### src/hdl/cqe_pkg.sv
// shared types and constants for the csv field quote encoder
package cqe_pkg;

    // field buffer sizing
    localparam int MAX_FIELD = 16;
    localparam int LEN_W     = $clog2(MAX_FIELD + 1);
    localparam int IDX_W     = (MAX_FIELD > 1) ? $clog2(MAX_FIELD) : 1;

    // character codes
    localparam logic [7:0] CH_QUOTE = 8'd34;
    localparam logic [7:0] CH_CR    = 8'd13;
    localparam logic [7:0] CH_LF    = 8'd10;
    localparam logic [7:0] CH_SPACE = 8'd32;
    localparam logic [7:0] CH_COMMA = 8'd44;

    // input kind codes
    localparam logic [1:0] KIND_CHAR      = 2'd0;
    localparam logic [1:0] KIND_FIELD_END = 2'd1;
    localparam logic [1:0] KIND_ROW_END   = 2'd2;

    // command opcodes between front and back
    typedef enum logic [1:0] {
        OP_CHAR  = 2'd0,
        OP_FIELD = 2'd1,
        OP_ROW   = 2'd2
    } t_op;

    typedef struct packed {
        logic [1:0] kind;
        logic [7:0] char_byte;
        logic       strip_sp;
    } t_in_item;

    typedef struct packed {
        logic [7:0] out_byte;
        logic       last_of_run;
        logic       overflow;
    } t_out_item;

    typedef struct packed {
        t_op        op;
        logic [7:0] ch;
        logic       trim;
    } t_cmd;

endpackage

### src/hdl/csv_field_quote_encoder_core.sv
// Flow, back end idle and no stalls: a character beat is written to the command queue and then to
// the field buffer when the back end takes it; a field end scans the kept characters for quoting
// before its first byte is pushed to the result queue, and a row end pushes its LF from ST_ROW.
// Throughput: one character beat per cycle while the back end is idle; a field end holds the back
// end for a quote scan, then for emission, each reading every character through the one read port.
// Reset: synchronous active low; clears queues, length, flags, delimiter to comma, not the buffer.
module csv_field_quote_encoder_core (
    input  logic               i_clk,
    input  logic               i_rst_n,
    input  logic               push,
    output logic               full,
    input  cqe_pkg::t_in_item  i_item,
    output logic               empty,
    input  logic               pop,
    output cqe_pkg::t_out_item o_result,
    input  logic               i_cfg_wr_en,
    input  logic [7:0]         i_cfg_wr_data
);
    import cqe_pkg::*;

    logic       r_delim;
    logic [7:0] r_delim_byte;
    logic       w_cmd_valid;
    t_cmd       w_cmd;
    logic       w_cmd_pop;
    logic       w_res_push;
    t_out_item  w_res;
    logic       w_res_full;

    // delimiter register; a quote is replaced by a comma
    always_ff @(posedge i_clk) begin
        if (!i_rst_n) begin
            r_delim      <= 1'b0;
            r_delim_byte <= CH_COMMA;
        end else if (i_cfg_wr_en) begin
            r_delim      <= 1'b1;
            r_delim_byte <= (i_cfg_wr_data == CH_QUOTE) ? CH_COMMA : i_cfg_wr_data;
        end
    end

    cqe_front u_front (
        .i_clk       (i_clk),
        .i_rst_n     (i_rst_n),
        .i_push      (push),
        .o_full      (full),
        .i_item      (i_item),
        .o_cmd_valid (w_cmd_valid),
        .o_cmd       (w_cmd),
        .i_cmd_pop   (w_cmd_pop)
    );

    cqe_back u_back (
        .i_clk       (i_clk),
        .i_rst_n     (i_rst_n),
        .i_cmd_valid (w_cmd_valid),
        .i_cmd       (w_cmd),
        .o_cmd_pop   (w_cmd_pop),
        .i_delim     (r_delim_byte),
        .o_res_push  (w_res_push),
        .o_res       (w_res),
        .i_res_full  (w_res_full)
    );

    cqe_result_q u_result_q (
        .i_clk   (i_clk),
        .i_rst_n (i_rst_n),
        .i_push  (w_res_push),
        .i_item  (w_res),
        .o_full  (w_res_full),
        .o_empty (empty),
        .i_pop   (pop),
        .o_item  (o_result)
    );

    // delimiter byte must be a legal separator once written
    a_delim_not_quote: assert property (@(posedge i_clk) disable iff (!i_rst_n)
        r_delim_byte != CH_QUOTE)
        else $error("delimiter holds a quote");

    a_delim_cfg: assert property (@(posedge i_clk) disable iff (!i_rst_n)
        (i_cfg_wr_en && i_cfg_wr_data != CH_QUOTE) |=>
            r_delim && r_delim_byte == $past(i_cfg_wr_data))
        else $error("delimiter write lost");

    a_delim_hold: assert property (@(posedge i_clk) disable iff (!i_rst_n)
        !i_cfg_wr_en |=> $stable(r_delim_byte))
        else $error("delimiter changed without a write");

endmodule

### src/hdl/cqe_front.sv
// front end: accepts input beats, decodes them into commands, two-entry command queue
module cqe_front (
    input  logic              i_clk,
    input  logic              i_rst_n,
    input  logic              i_push,
    output logic              o_full,
    input  cqe_pkg::t_in_item i_item,
    output logic              o_cmd_valid,
    output cqe_pkg::t_cmd     o_cmd,
    input  logic              i_cmd_pop
);
    import cqe_pkg::*;

    t_cmd       r_q [2];
    logic       r_wp;
    logic       r_rp;
    logic [1:0] r_cnt;
    logic [1:0] n_cnt;
    logic       w_accept;
    logic       w_keep;
    logic       w_pop;
    t_cmd       w_cmd;

    // decode the beat kind into a command; unused kind is dropped here
    always_comb begin
        w_cmd.ch   = i_item.char_byte;
        w_cmd.trim = i_item.strip_sp;
        w_cmd.op   = OP_CHAR;
        w_keep     = 1'b1;
        unique case (i_item.kind)
            KIND_CHAR:      w_cmd.op = OP_CHAR;
            KIND_FIELD_END: w_cmd.op = OP_FIELD;
            KIND_ROW_END:   w_cmd.op = OP_ROW;
            default:        w_keep   = 1'b0;
        endcase
    end

    assign o_full      = (r_cnt == 2'd2);
    assign o_cmd_valid = (r_cnt != 2'd0);
    assign o_cmd       = r_q[r_rp];
    assign w_accept    = i_push && !o_full && w_keep;
    assign w_pop       = i_cmd_pop && o_cmd_valid;
    assign n_cnt       = r_cnt + {1'b0, w_accept} - {1'b0, w_pop};

    // queue pointers and fill count
    always_ff @(posedge i_clk) begin
        if (!i_rst_n) begin
            r_wp  <= 1'b0;
            r_rp  <= 1'b0;
            r_cnt <= 2'd0;
        end else begin
            r_cnt <= n_cnt;
            if (w_accept) begin
                r_wp <= ~r_wp;
            end
            if (w_pop) begin
                r_rp <= ~r_rp;
            end
        end
    end

    // queue storage
    always_ff @(posedge i_clk) begin
        if (w_accept) begin
            r_q[r_wp] <= w_cmd;
        end
    end

endmodule

### src/hdl/cqe_back.sv
// back end: field buffer, quote scan and byte emission sequencer
module cqe_back (
    input  logic               i_clk,
    input  logic               i_rst_n,
    input  logic               i_cmd_valid,
    input  cqe_pkg::t_cmd      i_cmd,
    output logic               o_cmd_pop,
    input  logic [7:0]         i_delim,
    output logic               o_res_push,
    output cqe_pkg::t_out_item o_res,
    input  logic               i_res_full
);
    import cqe_pkg::*;

    typedef enum logic [10:0] {
        ST_IDLE     = 11'b000_0000_0001,
        ST_SCAN_RD  = 11'b000_0000_0010,
        ST_SCAN_CHK = 11'b000_0000_0100,
        ST_DELIM    = 11'b000_0000_1000,
        ST_OPENQ    = 11'b000_0001_0000,
        ST_CH_RD    = 11'b000_0010_0000,
        ST_CH_CHK   = 11'b000_0100_0000,
        ST_CH_OUT   = 11'b000_1000_0000,
        ST_CLOSEQ   = 11'b001_0000_0000,
        ST_ROW      = 11'b010_0000_0000,
        ST_DONE     = 11'b100_0000_0000
    } t_state;

    t_state           r_state,    n_state;
    logic [LEN_W-1:0] r_len,      n_len;
    logic [LEN_W-1:0] r_lead,     n_lead;
    logic [LEN_W-1:0] r_last_ns,  n_last_ns;
    logic             r_first_sp, n_first_sp;
    logic             r_last_sp,  n_last_sp;
    logic             r_drop,     n_drop;
    logic             r_first,    n_first;
    logic [LEN_W-1:0] r_ptr,      n_ptr;
    logic [LEN_W-1:0] r_lo,       n_lo;
    logic [LEN_W-1:0] r_hi,       n_hi;
    logic             r_quote,    n_quote;
    logic [7:0]       r_rd;
    logic [7:0]       r_field_mem [MAX_FIELD];

    logic             w_wr_en;
    logic             w_rd_en;
    logic             w_can;
    logic [LEN_W-1:0] w_lo;
    logic [LEN_W-1:0] w_hi;
    logic             w_spq;
    logic [LEN_W-1:0] w_ptr_nx;
    logic [LEN_W-1:0] w_len_nx;
    logic             w_ch_sp;
    logic             w_special;
    t_state           w_after_delim;

    assign w_can     = !i_res_full;
    assign w_ptr_nx  = r_ptr + LEN_W'(1);
    assign w_len_nx  = r_len + LEN_W'(1);
    assign w_ch_sp   = (i_cmd.ch == CH_SPACE);
    assign w_special = (r_rd == CH_QUOTE) || (r_rd == i_delim) ||
                       (r_rd == CH_CR) || (r_rd == CH_LF);

    // field bounds after optional trim, and quoting forced by edge spaces
    always_comb begin
        w_lo  = '0;
        w_hi  = r_len;
        w_spq = (r_len != '0) && (r_first_sp || r_last_sp);
        if (i_cmd.trim) begin
            w_spq = 1'b0;
            if (r_last_ns == '0) begin
                w_hi = '0;
            end else begin
                w_lo = r_lead;
                w_hi = r_last_ns;
            end
        end
    end

    // what follows the delimiter slot
    always_comb begin
        if (r_quote) begin
            w_after_delim = ST_OPENQ;
        end else if (r_hi > r_lo) begin
            w_after_delim = ST_CH_RD;
        end else begin
            w_after_delim = ST_DONE;
        end
    end

    // sequencer next state and emission
    always_comb begin
        n_state    = r_state;
        n_len      = r_len;
        n_lead     = r_lead;
        n_last_ns  = r_last_ns;
        n_first_sp = r_first_sp;
        n_last_sp  = r_last_sp;
        n_drop     = r_drop;
        n_first    = r_first;
        n_ptr      = r_ptr;
        n_lo       = r_lo;
        n_hi       = r_hi;
        n_quote    = r_quote;
        o_cmd_pop  = 1'b0;
        o_res_push = 1'b0;
        o_res      = '{out_byte: r_rd, last_of_run: 1'b0, overflow: r_drop};
        w_wr_en    = 1'b0;
        w_rd_en    = 1'b0;
        unique case (r_state)
            ST_IDLE: begin
                if (i_cmd_valid) begin
                    o_cmd_pop = 1'b1;
                    unique case (i_cmd.op)
                        OP_CHAR: begin
                            if (r_len < LEN_W'(MAX_FIELD)) begin
                                w_wr_en   = 1'b1;
                                n_len     = w_len_nx;
                                n_last_sp = w_ch_sp;
                                if (r_len == '0) begin
                                    n_first_sp = w_ch_sp;
                                end
                                if (!w_ch_sp) begin
                                    n_last_ns = w_len_nx;
                                    if (r_last_ns == '0) begin
                                        n_lead = r_len;
                                    end
                                end
                            end else begin
                                n_drop = 1'b1;
                            end
                        end
                        OP_FIELD: begin
                            n_lo    = w_lo;
                            n_hi    = w_hi;
                            n_ptr   = w_lo;
                            n_quote = w_spq;
                            n_state = (w_hi > w_lo) ? ST_SCAN_RD : ST_DELIM;
                        end
                        OP_ROW: begin
                            n_state = ST_ROW;
                        end
                        default: begin
                            n_state = ST_IDLE;
                        end
                    endcase
                end
            end
            ST_SCAN_RD: begin
                w_rd_en = 1'b1;
                n_state = ST_SCAN_CHK;
            end
            ST_SCAN_CHK: begin
                if (w_special) begin
                    n_quote = 1'b1;
                end
                if (w_ptr_nx == r_hi) begin
                    n_ptr   = r_lo;
                    n_state = ST_DELIM;
                end else begin
                    n_ptr   = w_ptr_nx;
                    n_state = ST_SCAN_RD;
                end
            end
            ST_DELIM: begin
                if (r_first) begin
                    n_state = w_after_delim;
                end else if (w_can) begin
                    o_res_push        = 1'b1;
                    o_res.out_byte    = i_delim;
                    o_res.last_of_run = (r_lo == r_hi);
                    n_state           = w_after_delim;
                end
            end
            ST_OPENQ: begin
                if (w_can) begin
                    o_res_push     = 1'b1;
                    o_res.out_byte = CH_QUOTE;
                    n_state        = ST_CH_RD;
                end
            end
            ST_CH_RD: begin
                w_rd_en = 1'b1;
                n_state = ST_CH_CHK;
            end
            ST_CH_CHK: begin
                // a quote inside a quoted field is doubled
                if (r_quote && (r_rd == CH_QUOTE)) begin
                    if (w_can) begin
                        o_res_push     = 1'b1;
                        o_res.out_byte = CH_QUOTE;
                        n_state        = ST_CH_OUT;
                    end
                end else begin
                    n_state = ST_CH_OUT;
                end
            end
            ST_CH_OUT: begin
                if (w_can) begin
                    o_res_push        = 1'b1;
                    o_res.last_of_run = !r_quote && (w_ptr_nx == r_hi);
                    if (w_ptr_nx == r_hi) begin
                        n_state = r_quote ? ST_CLOSEQ : ST_DONE;
                    end else begin
                        n_ptr   = w_ptr_nx;
                        n_state = ST_CH_RD;
                    end
                end
            end
            ST_CLOSEQ: begin
                if (w_can) begin
                    o_res_push        = 1'b1;
                    o_res.out_byte    = CH_QUOTE;
                    o_res.last_of_run = 1'b1;
                    n_state           = ST_DONE;
                end
            end
            ST_ROW: begin
                if (w_can) begin
                    o_res_push        = 1'b1;
                    o_res.out_byte    = CH_LF;
                    o_res.last_of_run = 1'b1;
                    o_res.overflow    = 1'b0;
                    n_first           = 1'b1;
                    n_state           = ST_IDLE;
                end
            end
            ST_DONE: begin
                n_len      = '0;
                n_lead     = '0;
                n_last_ns  = '0;
                n_first_sp = 1'b0;
                n_last_sp  = 1'b0;
                n_drop     = 1'b0;
                n_first    = 1'b0;
                n_state    = ST_IDLE;
            end
            default: begin
                n_state = ST_IDLE;
            end
        endcase
    end

    // control registers
    always_ff @(posedge i_clk) begin
        if (!i_rst_n) begin
            r_state    <= ST_IDLE;
            r_len      <= '0;
            r_lead     <= '0;
            r_last_ns  <= '0;
            r_first_sp <= 1'b0;
            r_last_sp  <= 1'b0;
            r_drop     <= 1'b0;
            r_first    <= 1'b1;
            r_ptr      <= '0;
            r_lo       <= '0;
            r_hi       <= '0;
            r_quote    <= 1'b0;
        end else begin
            r_state    <= n_state;
            r_len      <= n_len;
            r_lead     <= n_lead;
            r_last_ns  <= n_last_ns;
            r_first_sp <= n_first_sp;
            r_last_sp  <= n_last_sp;
            r_drop     <= n_drop;
            r_first    <= n_first;
            r_ptr      <= n_ptr;
            r_lo       <= n_lo;
            r_hi       <= n_hi;
            r_quote    <= n_quote;
        end
    end

    // field buffer, one write port and one registered read port
    always_ff @(posedge i_clk) begin
        if (w_wr_en) begin
            r_field_mem[r_len[IDX_W-1:0]] <= i_cmd.ch;
        end
        if (w_rd_en) begin
            r_rd <= r_field_mem[r_ptr[IDX_W-1:0]];
        end
    end

    // checks
    a_len_bound: assert property (@(posedge i_clk) disable iff (!i_rst_n)
        r_len <= LEN_W'(MAX_FIELD))
        else $error("field length beyond buffer size");

    a_push_room: assert property (@(posedge i_clk) disable iff (!i_rst_n)
        o_res_push |-> !i_res_full)
        else $error("result beat pushed into full queue");

    a_row_first: assert property (@(posedge i_clk) disable iff (!i_rst_n)
        (r_state == ST_ROW && o_res_push) |=> (r_first && r_state == ST_IDLE))
        else $error("end of row did not restart the row");

    a_last_done: assert property (@(posedge i_clk) disable iff (!i_rst_n)
        (o_res_push && o_res.last_of_run && r_state != ST_ROW) |=> r_state == ST_DONE)
        else $error("last beat of a field not followed by field wrap-up");

endmodule

### src/hdl/cqe_result_q.sv
// two-entry result queue between the sequencer and the output port
module cqe_result_q (
    input  logic               i_clk,
    input  logic               i_rst_n,
    input  logic               i_push,
    input  cqe_pkg::t_out_item i_item,
    output logic               o_full,
    output logic               o_empty,
    input  logic               i_pop,
    output cqe_pkg::t_out_item o_item
);
    import cqe_pkg::*;

    t_out_item  r_q [2];
    logic       r_wp;
    logic       r_rp;
    logic [1:0] r_cnt;
    logic [1:0] n_cnt;
    logic       w_push;
    logic       w_pop;

    assign o_full  = (r_cnt == 2'd2);
    assign o_empty = (r_cnt == 2'd0);
    assign o_item  = r_q[r_rp];
    assign w_push  = i_push && !o_full;
    assign w_pop   = i_pop && !o_empty;
    assign n_cnt   = r_cnt + {1'b0, w_push} - {1'b0, w_pop};

    // pointers and fill count
    always_ff @(posedge i_clk) begin
        if (!i_rst_n) begin
            r_wp  <= 1'b0;
            r_rp  <= 1'b0;
            r_cnt <= 2'd0;
        end else begin
            r_cnt <= n_cnt;
            if (w_push) begin
                r_wp <= ~r_wp;
            end
            if (w_pop) begin
                r_rp <= ~r_rp;
            end
        end
    end

    // storage
    always_ff @(posedge i_clk) begin
        if (w_push) begin
            r_q[r_wp] <= i_item;
        end
    end

endmodule

### config.mk
export PLATFORM = sky130hd
export DESIGN_NAME = csv_field_quote_encoder_core
export DESIGN_NICKNAME = d
export VERILOG_FILES = /design/src/hdl/cqe_pkg.sv /design/src/hdl/csv_field_quote_encoder_core.sv /design/src/hdl/cqe_front.sv /design/src/hdl/cqe_back.sv /design/src/hdl/cqe_result_q.sv
export SDC_FILE = /design/constraint.sdc
export NUM_CORES = 1
export LEC_CHECK = 0
export ABC_CLOCK_PERIOD_IN_PS = 2910
export BUFFER_PORTS_ARGS = -buffer_cell sky130_fd_sc_hd__buf_4
export CORE_ASPECT_RATIO = 2
export CORE_MARGIN = 4
export CORE_UTILIZATION = 45
export DETAILED_ROUTE_END_ITERATION = 8
export MAX_ROUTING_LAYER = met4
export PLACE_DENSITY_LB_ADDON = 0.05
export SETUP_SLACK_MARGIN = 0.2
export SYNTH_ARGS = -nofsm -noshare
export SYNTH_HDL_FRONTEND = slang
export SYNTH_HIERARCHICAL = 1
export SYNTH_SLANG_ARGS = --single-unit
### constraint.sdc
create_clock -name i_clk -period 2.91 [get_ports i_clk]
set_input_delay 0.1455 -clock i_clk [delete_from_list [all_inputs] [get_ports i_clk]]
set_output_delay 0.1455 -clock i_clk [all_outputs]
set_load 0.1 [all_outputs]
# == Word level (Yosys, flattened, before mapping) ==
# Memory sizes are Yosys's and may differ from the RTL's. A register that Yosys moved wholly into a read port is not among the register bits.
# Index checks and enable logic that the tools add are counted.
# classes
n_reduce_logical,40
n_lt_le_gt_ge,3
n_addsub,6
eq_ne,42
mux,96
bitwise,4
# op_table
cell,n
$mux W11,13
$pmux W11 S10,1
$mux W5,21
$pmux W8 S5,1
$mux W1,38
$pmux W11 S3,1
$pmux W5 S2,3
$mux W9,3
$eq A8 B6 Y1 const B,3
$mux W8,3
$ne A2 B2 Y1 const B,11
$eq A8 B4 Y1 const B,2
$pmux W5 S3,1
$reduce_and A5 Y1,3
$reduce_and A4 Y1,3
$eq A11 B1 Y1 const B,1
$eq A11 B10 Y1 const B,1
$eq A11 B11 Y1 const B,1
$eq A11 B2 Y1 const B,1
$eq A11 B3 Y1 const B,1
$eq A11 B4 Y1 const B,1
$eq A11 B5 Y1 const B,1
$eq A11 B6 Y1 const B,1
$eq A11 B7 Y1 const B,1
35 further kinds,75
# totals
ram_bits,170
out_inout_bits,12
regBits,62
n_memories,3
# mem_list
name,words,word_bits,read_ports,rd_ports_with_merged_regs,write_ports,line,source
u_back.r_field_mem,16,8,1,1,1,cqe_back.sv:42,logic [7:0] r_field_mem [MAX_FIELD];
u_front.r_q,2,11,1,1,1,cqe_front.sv:14,t_cmd r_q [2];
u_result_q.r_q,2,10,1,1,1,cqe_result_q.sv:14,t_out_item r_q [2];

# == Depth between registers and ports, before layout ==
# Gate-level depths: netlist (run 1).
# logic_depth
depth_word,8
mapped_depth,14
mapped_depth_nobuf,12

# == By module ==
# Netlist (run 1), hierarchy kept.
# modules_own_cells
module,area_per_inst_um2,n_inst,cells_per_inst,seq_area_each_um2
cqe_back,8608.3,1,649,5004.8
cqe_front,1066.0,1,62,760.7
cqe_result_q,957.2,1,58,700.7
csv_field_quote_encoder_core,340.3,1,32,160.2

# == Worst setup path after synthesis (run 1) ==
# No wires, ideal clock.
# synth_path
kind,flip-flop to flip-flop
startpoint,register u_back.r_state[1]
endpoint,register u_result_q.r_cnt[1]
period_less_slack_ns,2.990
t_required_ns,2.832
arrival_time_ns,2.912
path_stages_with_launch,14
slack_ns,-0.080
cell_sequence,dfxtp_1 -> clkbuf_1 -> or4b_2 -> nor4_4 -> a211oi_1 -> or2_2 -> a21oi_1 -> nand2_1 -> ha_1 -> inv_1 -> ha_1 -> xor2_1 -> and2_2 -> nor3_1
# synth_between
elab_chain_cells,6
word_cells_on_any_way,11
cone_classes,add/sub: 2; eq/ne: 6; mux: 1; reduce/logical: 2
# synth_rtl
element,line,source
"start, declared",cqe_back.sv:29,"t_state r_state, n_state;"
"start signal, assigned",cqe_back.sv:259,r_state <= n_state;
"$eq A11 B8 Y1, or another cell as far along",cqe_back.sv:109,unique case (r_state)
$reduce_or A4 Y1 (no source line),--,
$pmux W1 S3 *,cqe_back.sv:109,
via w_res_push,csv_field_quote_encoder_core.sv:26,logic w_res_push;
$logic_and A1 B1 Y1 *,cqe_result_q.sv:25,assign w_push = i_push && !o_full;
$add A2 B1 Y2 *,cqe_result_q.sv:27,"assign n_cnt = r_cnt + {1'b0, w_push} - {1'b0, w_pop};"
$sub A2 B1 Y2 *,cqe_result_q.sv:27,
"end signal, assigned",cqe_result_q.sv:36,r_cnt <= n_cnt;
"end, declared",cqe_result_q.sv:17,logic [1:0] r_cnt;
# Mark *: on every way through the listed nets, which the timed path passes. The rest lies on a longest branch.
# A chain may end at the register's enable or synchronous reset.

# == Worst setup path after layout (run 1) ==
# Ends and elaborated chain as after synthesis.

==> results by group, run 1 <==
Clock tree
  – Clock Latency Late Sink: 0.53 ns
  – Clock Path Buffers: 3
  – Clock root cell: clkbuf_16
  – TritonCTS clock tree: done
  – # H-tree levels: 1
  – CTS Buf Count: 23
  – Clk slew on worst S/H paths: 0.06 ns
  – Clock sinks: 242

Yosys
  – Synth top area cells: edfxtp_1 (49%), dfxtp_1 (12%), mux4_2 (8.2%)
  – Syn_nets: 847
  – Synth Flop Type: edfxtp_1
  – Syn Area/Cell: 13.7 sq um
  – Synth async-reset ratio: 0%
  – Synth warn: 6
  – Synth Register Bits: 242
  – Share of the synthesized area in the top cell type: 48.7%
  – Synth area leader: edfxtp_1
  – Distinct cells, synth: 74
  – Number of flops mapped to enable cells by yosys: 178
  – Mapped Cells: 801
  – Commonest cells in the netlist: edfxtp_1 (178), dfxtp_1 (64), nand2_1 (54)
  – Cell with the most instances after synthesis: edfxtp_1
  – Cell area after synthesis: 0.0110 sq mm
  – Seq/Total Area, Yosys: 60.4%

Critical path
  – Worst path slowest cell: or4b_4
  – Setup crit start kind: register
  – Req. time, crit path: 3.36 ns
  – FF-to-FF Start: u_back/r_state[1]
  – R2R depth: 12
  – Worst path cell trace: or4b_4 -> nor4_4 -> a211oi_2 -> or2_4 -> a21oi_4 -> nand2_2 -> ha_4 -> inv_1 -> ha_2 -> xor2_2 -> and2_4 -> nor3_2
  – Crit-path max FO: 3
  – Crit. End Element: register
  – Reg2reg setup slack: 0.16 ns
  – Crit-path leading delay family: simple AND/OR/NAND/NOR gates
  – CP arrival: 3.20 ns
  – Max incr delay on CP: 0.55 ns
  – Crit Path Category: reg2reg
  – CP bufs+invs: 1
  – Reg2reg end: u_result_q/r_cnt[1]

Routing
  – Wirelength per Cell: 22.7 um
  – Routed wire length: 27500 um
  – Total number of vias: 6895
  – Drc violations: 0
  – Vias/cell: 5.69
  – Number of DRC markers in iteration 0: 387
  – Number of routed nets with antenna violations: 0
  – DRT Pass-1 Iters: 4

Min path
  – Hold-critical path depth: 3
  – HP Start: i_cfg_wr_en
  – Worst Hold Path EP: r_delim_byte[0]
  – HP Class: in2reg

STA
  – Max-slew headroom: 37.6%
  – Final min period: 2.75 ns
  – Tcrit/Tclk final: 94.3%
  – Worst-Margin Slew: 0.933 ns
  – Hold Violations, Final: 0
  – Slew Viols, Final: 0
  – Clk_skew: 0.0106 ns
  – Final setup fails: 0
  – RSZ-0062 raised after global routing: true
  – Max Clock Freq: 0.364 GHz
  – Setup TNS: 0 ns

GRT
  – Largest net degree at the start of global routing: 63
  – Gr usage total: 21.3%
  – First-pass GRT wire length: 42900 um
  – Initial antenna violation count: 0
  – Vias in the first global route: 7485
  – GRT overflow: 0

Placement
  – Placed Area: 0.0119 sq mm
  – Gpl congestion: 0.921
  – Post-DP HPWL: 20500 um
  – Port-buffer cells: 35

Layout
  – Fin util: 54.2%
  – Layout cells sized above 1: 26.5%
  – N_diodes: 0
  – Synth-to-Final Area Change: 18.3%
  – Finished Cell Area: 0.0130 sq mm
  – Nets: 955

Run status
  – Status: complete, no violations

Floorplan
  – Die area: 0.0271 sq mm
  – Rows: 80
  – Initial Util: 45.9%
  – IO Pins: 36
  – Placeable core area: 0.0239 sq mm
  – Die W: 118 um
  – Die Y-Extent: 229 um

Run
  – Max-Cap Viols: 0

Power
  – PD cells: 695 mW/mm^2
  – Peak VDD IR: 0.000572 V
  – Leak pwr: 4.56 nW
worst min-delay path, cell delays in order:
cell and delay (ns):
buf_4 0.17, mux2i_1 0.09, nor2b_1 0.10
through the flow:
| stage | total power [mW] | setup slack (ns) | hold slack [ns] | std cells |
|---|---|---|---|---|
| floorplan | 5.49 | 0.125 | 0.207 | 801 |
| global placement | 6.12 | 0.0648 | 0.332 | 1138 |
| detailed placement | 6.16 | 0.000276 | 0.334 | 1138 |
| CTS | 9.08 | 0.108 | 0.00965 | 1211 |
| global route | 9.43 | 0.0797 | 0.0342 | 1212 |
| finish | 9.02 | 0.165 | 0.0263 | 1212 |
sequential cells by signal, summed over array words and instances, names as in the netlist, 2 cells and up, named ones only:
register	flops
u_back/r_last_ns	5
r_delim_byte	8
u_back/r_rd	8
u_front/r_q	22
u_result_q/r_q	20
u_back/r_lead	5
u_back/r_lo	5
u_front/r_cnt	2
u_back/r_hi	5
u_back/r_len	5
u_result_q/r_cnt	2
u_back/r_field_mem	128
u_back/r_state	11
u_back/r_ptr	5
logic make-up (layout without fill, tap and decap cells):
logic type / after synthesis / after routing / share of synthesized area (%)
flip-flops: 242 / 242 / 60.4
buffers and inverters: 58 / 182 / 2.29
XOR/XNOR: 32 / 32 / 2.68
AND/OR/NAND/NOR: 270 / 270 / 14.0
multiplexers: 73 / 73 / 11.5
adder cells (fa/ha/maj): 22 / 22 / 2.51
AO/OA/AOI/OAI: 104 / 104 / 6.60
where the power goes:
| part | total, mW | leakage, nW | internal [mW] | switching [mW] |
|---|---|---|---|---|
| Clock | 2.85 | 0.331 | 1.55 | 1.30 |
| Combinational | 2.07 | 2.11 | 0.741 | 1.33 |
| Sequential | 4.10 | 2.13 | 3.97 | 0.128 |
final cells by class:
type	count	area, sq um
Clock buffer	26	587
Clock inverter	15	118
Fill cell	2015	10900
Inverter	16	60.1
Multi-Input combinational cell	501	4210
Sequential cell	242	6640
Tap cell	287	359
Timing Repair Buffer	125	1010
cells in the final DEF (no fill, tap or decap), types with 7 or more instances in the layout:
cell type | netlist | final
a21oi_1 | 22 | 20
and2_1 | 15 | 15
and3_1 | 7 | 7
buf_4 | 2 | 97
clkbuf_16 | 0 | 23
dfxtp_1 | 64 | 59
dlygate4sd3_1 | 0 | 28
edfxtp_1 | 178 | 178
ha_1 | 22 | 20
inv_1 | 16 | 16
mux2_2 | 24 | 24
mux2i_1 | 9 | 9
mux4_2 | 40 | 40
nand2_1 | 54 | 52
nand2b_1 | 12 | 12
nand3_1 | 20 | 20
nand4_1 | 8 | 8
nor2_1 | 46 | 45
nor2b_1 | 27 | 27
nor3_1 | 26 | 21
o21ai_0 | 27 | 26
xnor2_1 | 15 | 15
xor2_1 | 16 | 15
worst max-delay path by stage:
stage / to / depth (start not counted) / startpoint
floorplan: u_result_q/r_cnt[1] / 14 / u_back/r_state[5]
global placement: u_result_q/r_cnt[1] / 12 / u_back/r_state[3]
detailed placement: u_result_q/r_cnt[1] / 12 / u_back/r_state[3]
CTS: u_result_q/r_cnt[1] / 12 / u_back/r_state[5]
global route: u_result_q/r_cnt[1] / 12 / u_back/r_state[1]
finish: u_result_q/r_cnt[1] / 12 / u_back/r_state[1]
metal layers:
| metal | wire (um) | share of wire [%] | up-vias | GRT usage (%) |
|---|---|---|---|---|
| met5 | 0 | 0 | - | - |
| met4 | 1790 | 6.5 | 0 | 12.6 |
| met3 | 602 | 2.2 | 69 | 2.15 |
| met2 | 16000 | 58 | 115 | 40.4 |
| met1 | 9180 | 33 | 3447 | 20.4 |
| li1 | - | - | 3264 | - |
what timing repair did:
action | CTS | global route
pin swaps | 5 | 6
endpoints found under the setup margin | 3 | 116
cloned | 0 | 0
gates resized for setup | 7 | 16
buffers inserted | 4 | 1
endpoints found under the hold margin | 31 | 0
hold buffers | 28 | 0
Power figures use the tool's default switching activity.
==> inputs of run 2 (changes only) <==
Settings changed: CELL_PAD_IN_SITES_DETAIL_PLACEMENT set to 1, CELL_PAD_IN_SITES_GLOBAL_PLACEMENT set to 1.
==> results by group, run 2 (synthesis gave the netlist of run 1 again) <==
Min path
  – HP Class: in2reg
  – Worst Hold Path EP: r_delim_byte[2]
  – HP Start: i_cfg_wr_data[3]
  – Hold-critical path depth: 4

Layout
  – Largest register FFs: 128
  – Commonest non-fill, non-tap cell in the layout: edfxtp_1
  – Finished Cell Area: 0.0131 sq mm
  – Fill cells: 2348
  – Non-Filler Instances: 1216
  – N_diodes: 0
  – Nets: 958
  – Layout cells sized above 1: 28.2%
  – Most frequent cells in the layout: edfxtp_1 (178), buf_4 (102), dfxtp_1 (58), nand2_1 (51), nor2_1 (46)
  – Synth-to-Final Area Change: 19.0%

Routing
  – Vias/cell: 5.77
  – DRT Pass-1 Iters: 4
  – Number of routed nets with antenna violations: 0
  – Routed wire length: 28900 um
  – Total number of vias: 7017
  – Wirelength per Cell: 23.8 um
  – Number of DRC markers in iteration 0: 369
  – Drc violations: 0

Floorplan
  – Initial Util: 45.9%
  – IO Pins: 36
  – Rows: 80
  – Die area: 0.0271 sq mm
  – Die W: 118 um
  – Placeable core area: 0.0239 sq mm
  – Die Y-Extent: 229 um

Critical path
  – CP bufs+invs: 1
  – Worst path slowest cell: or4b_4
  – WP depth: 12
  – Crit-path max FO: 7
  – Crit. End Element: register
  – Reg2reg end: u_result_q/r_cnt[1]
  – Worst path cell trace: or4b_4 -> nor4_4 -> a211oi_2 -> or2_4 -> a21oi_2 -> nand2_1 -> ha_1 -> inv_1 -> ha_1 -> xor2_1 -> and2_2 -> nor3_2
  – FF-to-FF Start: u_back/r_state[2]
  – Crit-path leading delay family: simple AND/OR/NAND/NOR gates
  – Max incr delay on CP: 0.50 ns
  – Setup crit start kind: register
  – Crit Path Category: reg2reg
  – Most frequent CP cell: ha_1
  – CP arrival: 3.20 ns
  – R2R depth: 12
  – Req. time, crit path: 3.36 ns
  – Reg2reg setup slack: 0.16 ns

STA
  – Tcrit/Tclk final: 94.4%
  – Worst-Margin Slew: 0.962 ns
  – Max-slew headroom: 35.7%
  – Setup TNS: 0 ns
  – Max Clock Freq: 0.364 GHz
  – Slew Viols, Final: 0
  – Hold Violations, Final: 0
  – Final min period: 2.75 ns
  – RSZ-0062 raised after global routing: true
  – Clk_skew: 0.0108 ns
  – Final setup fails: 0

Clock tree
  – CTS Buf Count: 23
  – Clock Latency Late Sink: 0.52 ns
  – TritonCTS clock tree: done
  – Clock Path Buffers: 3
  – # H-tree levels: 1
  – Clock root cell: clkbuf_16
  – Clock sinks: 242
  – Clk slew on worst S/H paths: 0.07 ns

Placement
  – Gpl congestion: 0.866
  – Placed Area: 0.0119 sq mm
  – Placed Instances: 1145
  – Port-buffer cells: 35
  – Post-DP HPWL: 21800 um

Run status
  – Status: complete, no violations

GRT
  – Largest net degree at the start of global routing: 63
  – Gr usage total: 22.1%
  – Initial antenna violation count: 0
  – First-pass GRT wire length: 45000 um
  – Vias in the first global route: 7906
  – GRT overflow: 0

Run
  – Max-Cap Viols: 0

Power
  – Peak VDD IR: 0.000761 V
  – PD cells: 703 mW/mm^2
  – Leak pwr: 4.64 nW
run 2: cell types whose count changed in the layout (fill, tap and decap cells not counted), moves of 2 or more:
cell / change
buf_4: +5
dlygate4sd3_1: -5
clkbuf_1: -3
clkinv_2: +3
and2_2: +2
buf_6: +2
clkinvlp_4: -2
inv_6: +2
run 2: area by class of cell:
type | instances | area, sq um | area share [%]
multi-input cells | 501 | 4230 | 32.4
clock buffers | 23 | 576 | 4.41
well taps | 287 | 359 | 2.75
clock inverters | 19 | 160 | 1.23
repair buffers | 128 | 1040 | 7.95
flip-flops and latches | 242 | 6640 | 50.8
inverters | 16 | 60.1 | 0.460
run 2: stage by stage:
step,hold WS (ns),utilization [%],setup slack (ns),power (mW)
finish,0.0161,54.6,0.163,9.18
global route,0.0379,54.6,0.00842,9.60
CTS,0.00111,54.1,0.0921,9.20
detailed placement,0.334,49.9,0.0870,6.19
global placement,0.332,49.9,0.0298,6.12
floorplan,0.207,-,0.125,5.49
run 2: worst register-to-register path, stage by stage, from the launching register on:
cell      delay, ns
dfxtp_4        0.37
or4b_4         0.50
nor4_4         0.32
a211oi_2       0.08
or2_4          0.25
a21oi_2        0.15
nand2_1        0.09
ha_1           0.28
inv_1          0.04
ha_1           0.17
xor2_1         0.15
and2_2         0.19
nor3_2         0.09
run 2: per-layer routing:
layer	routed length [um]	vias up	track usage, %
li1	-	3265	-
met1	9600	3542	20.9
met2	16800	125	42.6
met3	643	85	2.23
met4	1860	0	12.6
met5	0	-	-
run 2: worst max path at each step:
stage                      startpoint             endpoint  slack, ns
CTS                 u_back/r_state[5]  u_result_q/r_cnt[1]       0.09
global placement    u_back/r_state[5]  u_result_q/r_cnt[1]       0.03
finish              u_back/r_state[2]  u_result_q/r_cnt[1]       0.16
floorplan           u_back/r_state[5]  u_result_q/r_cnt[1]       0.12
detailed placement  u_back/r_state[5]  u_result_q/r_cnt[1]       0.09
global route        u_back/r_state[2]  u_result_q/r_cnt[1]      0.008
run 2: what timing repair did:
| action | 4_1_cts | 5_1_grt |
|---|---|---|
| pin swaps | 4 | 7 |
| setup endpoints to repair | 119 | 124 |
| buffers inserted | 5 | 1 |
| gates resized for setup | 6 | 26 |
| hold endpoints to repair | 31 | 0 |
| hold buffers | 23 | 0 |
run 2: report_power, final:
part	switching, mW	internal [mW]	total (mW)
clock network	1.29	1.64	2.93
registers	0.127	3.97	4.10
logic	1.38	0.770	2.15
==> inputs of run 3 (changes only) <==
Settings changed: ABC_AREA set to 1.
==> results by group, run 3 <==
Clock tree
  – TritonCTS clock tree: done
  – Clock sinks: 242
  – Post-CTS Setup Inserts: 0
  – Clock Path Buffers: 3
  – Clock Latency Late Sink: 0.53 ns
  – CTS Buf Count: 22
  – # H-tree levels: 1
  – Clock root cell: clkbuf_16
  – Clk slew on worst S/H paths: 0.07 ns

Critical path
  – Crit. End Element: register
  – Reg2reg end: u_back/r_state[3]
  – R2R depth: 12
  – CP arrival: 2.89 ns
  – Setup crit end: u_back/r_state[3]
  – Req. time, crit path: 3.34 ns
  – Crit-path max FO: 19
  – Setup crit start kind: register
  – Reg2reg setup slack: 0.45 ns
  – Crit Path Category: reg2reg

Layout
  – Largest register FFs: 128
  – Synth-to-Final Area Change: 15.6%
  – Finished Cell Area: 0.0130 sq mm
  – Commonest non-fill, non-tap cell in the layout: edfxtp_1
  – Nets: 1258
  – Most frequent cells in the layout: edfxtp_1 (178), nand2_1 (164), nor2_1 (156), inv_1 (105), o21ai_0 (95)
  – N_diodes: 0
  – Layout cells sized above 1: 14.7%

Yosys
  – Synth top area cells: edfxtp_1 (47%), dfxtp_1 (11%), nand2_1 (5.5%)
  – Synth Register Bits: 242
  – Cell area after synthesis: 0.0113 sq mm
  – Number of flops mapped to enable cells by yosys: 178
  – Synth warn: 6
  – Synth Flop Type: edfxtp_1
  – Seq/Total Area, Yosys: 58.8%
  – Mapped Cells: 1120
  – Commonest cells in the netlist: edfxtp_1 (178), nand2_1 (164), nor2_1 (157)
  – Syn_nets: 1166
  – Share of the synthesized area in the top cell type: 47.4%
  – Cell with the most instances after synthesis: edfxtp_1
  – Distinct cells, synth: 51
  – Synth area leader: edfxtp_1
  – Syn Area/Cell: 10.1 sq um
  – Synth async-reset ratio: 0%

Placement
  – Port-buffer cells: 35
  – Post-DP HPWL: 23700 um
  – Setup WS pre-CTS: 0.261 ns
  – Gpl congestion: 0.851
  – Placed Area: 0.0121 sq mm

GRT
  – Largest net degree at the start of global routing: 50
  – Vias in the first global route: 9033
  – First-pass GRT wire length: 49700 um
  – Gr usage total: 23.9%
  – GRT overflow: 0
  – Initial antenna violation count: 0

Routing
  – Wirelength per Cell: 20.5 um
  – Drc violations: 0
  – DRT Pass-1 Iters: 5
  – Routed wire length: 31900 um
  – Total number of vias: 8432
  – Number of routed nets with antenna violations: 0
  – Number of DRC markers in iteration 0: 371
  – Vias/cell: 5.41

Floorplan
  – Die W: 120 um
  – Initial Util: 45.8%
  – Die Y-Extent: 232 um
  – Die area: 0.0278 sq mm
  – IO Pins: 36
  – Rows: 81
  – Placeable core area: 0.0246 sq mm

Run
  – Max-Cap Viols: 0

STA
  – Slew Viols, Final: 0
  – Final setup fails: 0
  – Clk_skew: 0.0168 ns
  – Worst-Margin Slew: 0.690 ns
  – Max Clock Freq: 0.406 GHz
  – Tcrit/Tclk final: 84.6%
  – Final min period: 2.46 ns
  – Final worst slack: 0.449 ns
  – Max-slew headroom: 53.9%
  – RSZ-0062 raised after global routing: false
  – Hold Violations, Final: 0
  – Setup TNS: 0 ns

Min path
  – HP Class: in2reg
  – HP Start: i_cfg_wr_en

Run status
  – Status: complete, no violations

Power
  – Peak VDD IR: 0.000572 V
  – Leak pwr: 5.04 nW
  – Overall Power: 10.5 mW
  – PD cells: 809 mW/mm^2
[run 3: repair_timing]
item,CTS,global route
setup endpoints to repair,0,2
hold buffers,30,0
endpoints found under the hold margin,33,0
resized for setup,0,2
[run 3: how the worst min path moves through the flow]
stage	slack, ns	cells after the start	endpoint
after floorplan	0.23	1	r_delim_byte[5]
after global placement	0.33	1	u_front/r_q[0][7]
after detailed placement	0.33	1	u_front/r_q[1][3]
after CTS	0.009	4	r_delim_byte[5]
after global routing	0.06	4	r_delim_byte[5]
final	0.03	4	r_delim_byte[5]
[run 3: cells by family after synthesis]
| family | after synthesis | synth area share, % |
|---|---|---|
| DFF | 242 | 58.8 |
| adders and majority gates | 22 | 2.44 |
| and+or+nand+nor | 420 | 16.8 |
| muxes | 22 | 2.85 |
| AOI/OAI and AO/OA | 250 | 12.7 |
| buffers and inverters | 153 | 5.57 |
| xor gates and xnor gates | 11 | 0.855 |
[run 3: layer usage]
metal,up-vias,part of all wire [%],GRT usage [%]
li1,4064,-,-
met1,4181,34,22.3
met2,122,60,48.6
met3,65,1.7,1.80
met4,0,4.6,10.0
met5,-,0,-
[run 3: critical path, stage by stage, from the launching register on]
cell and delay [ns]:
dfxtp_1 0.44, mux2_4 0.42, o21ai_1 0.31, ha_1 0.31, inv_1 0.06, o21bai_1 0.06, a21oi_1 0.14, o21ai_0 0.13
nand2_1 0.08, nand2_1 0.04, o21ai_0 0.09, nand3_1 0.13, a21oi_1 0.14
[run 3: where the power goes]
group	total, mW	internal [mW]	switching, mW	leakage (nW)
logic	3.41	1.02	2.39	2.60
clock network	2.77	1.49	1.29	0.316
registers	4.36	4.12	0.244	2.13
total	10.5	6.63	3.92	5.04
[run 3: area by class of cell]
class | count | area [sq um]
Clock buffer | 29 | 608
Clock inverter | 11 | 67.6
Fill cell | 2778 | 11600
Inverter | 117 | 442
Multi-Input combinational cell | 725 | 4020
Sequential cell | 242 | 6630
Tap cell | 332 | 415
Timing Repair Buffer | 104 | 856
[run 3: stage by stage]
stage	util (%)	hold slack [ns]	cells
global placement	49.0	0.330	1490
finish	52.9	0.0251	1560
floorplan	-	0.230	1120
CTS	52.9	0.00892	1560
global route	52.9	0.0585	1560
detailed placement	49.0	0.333	1490
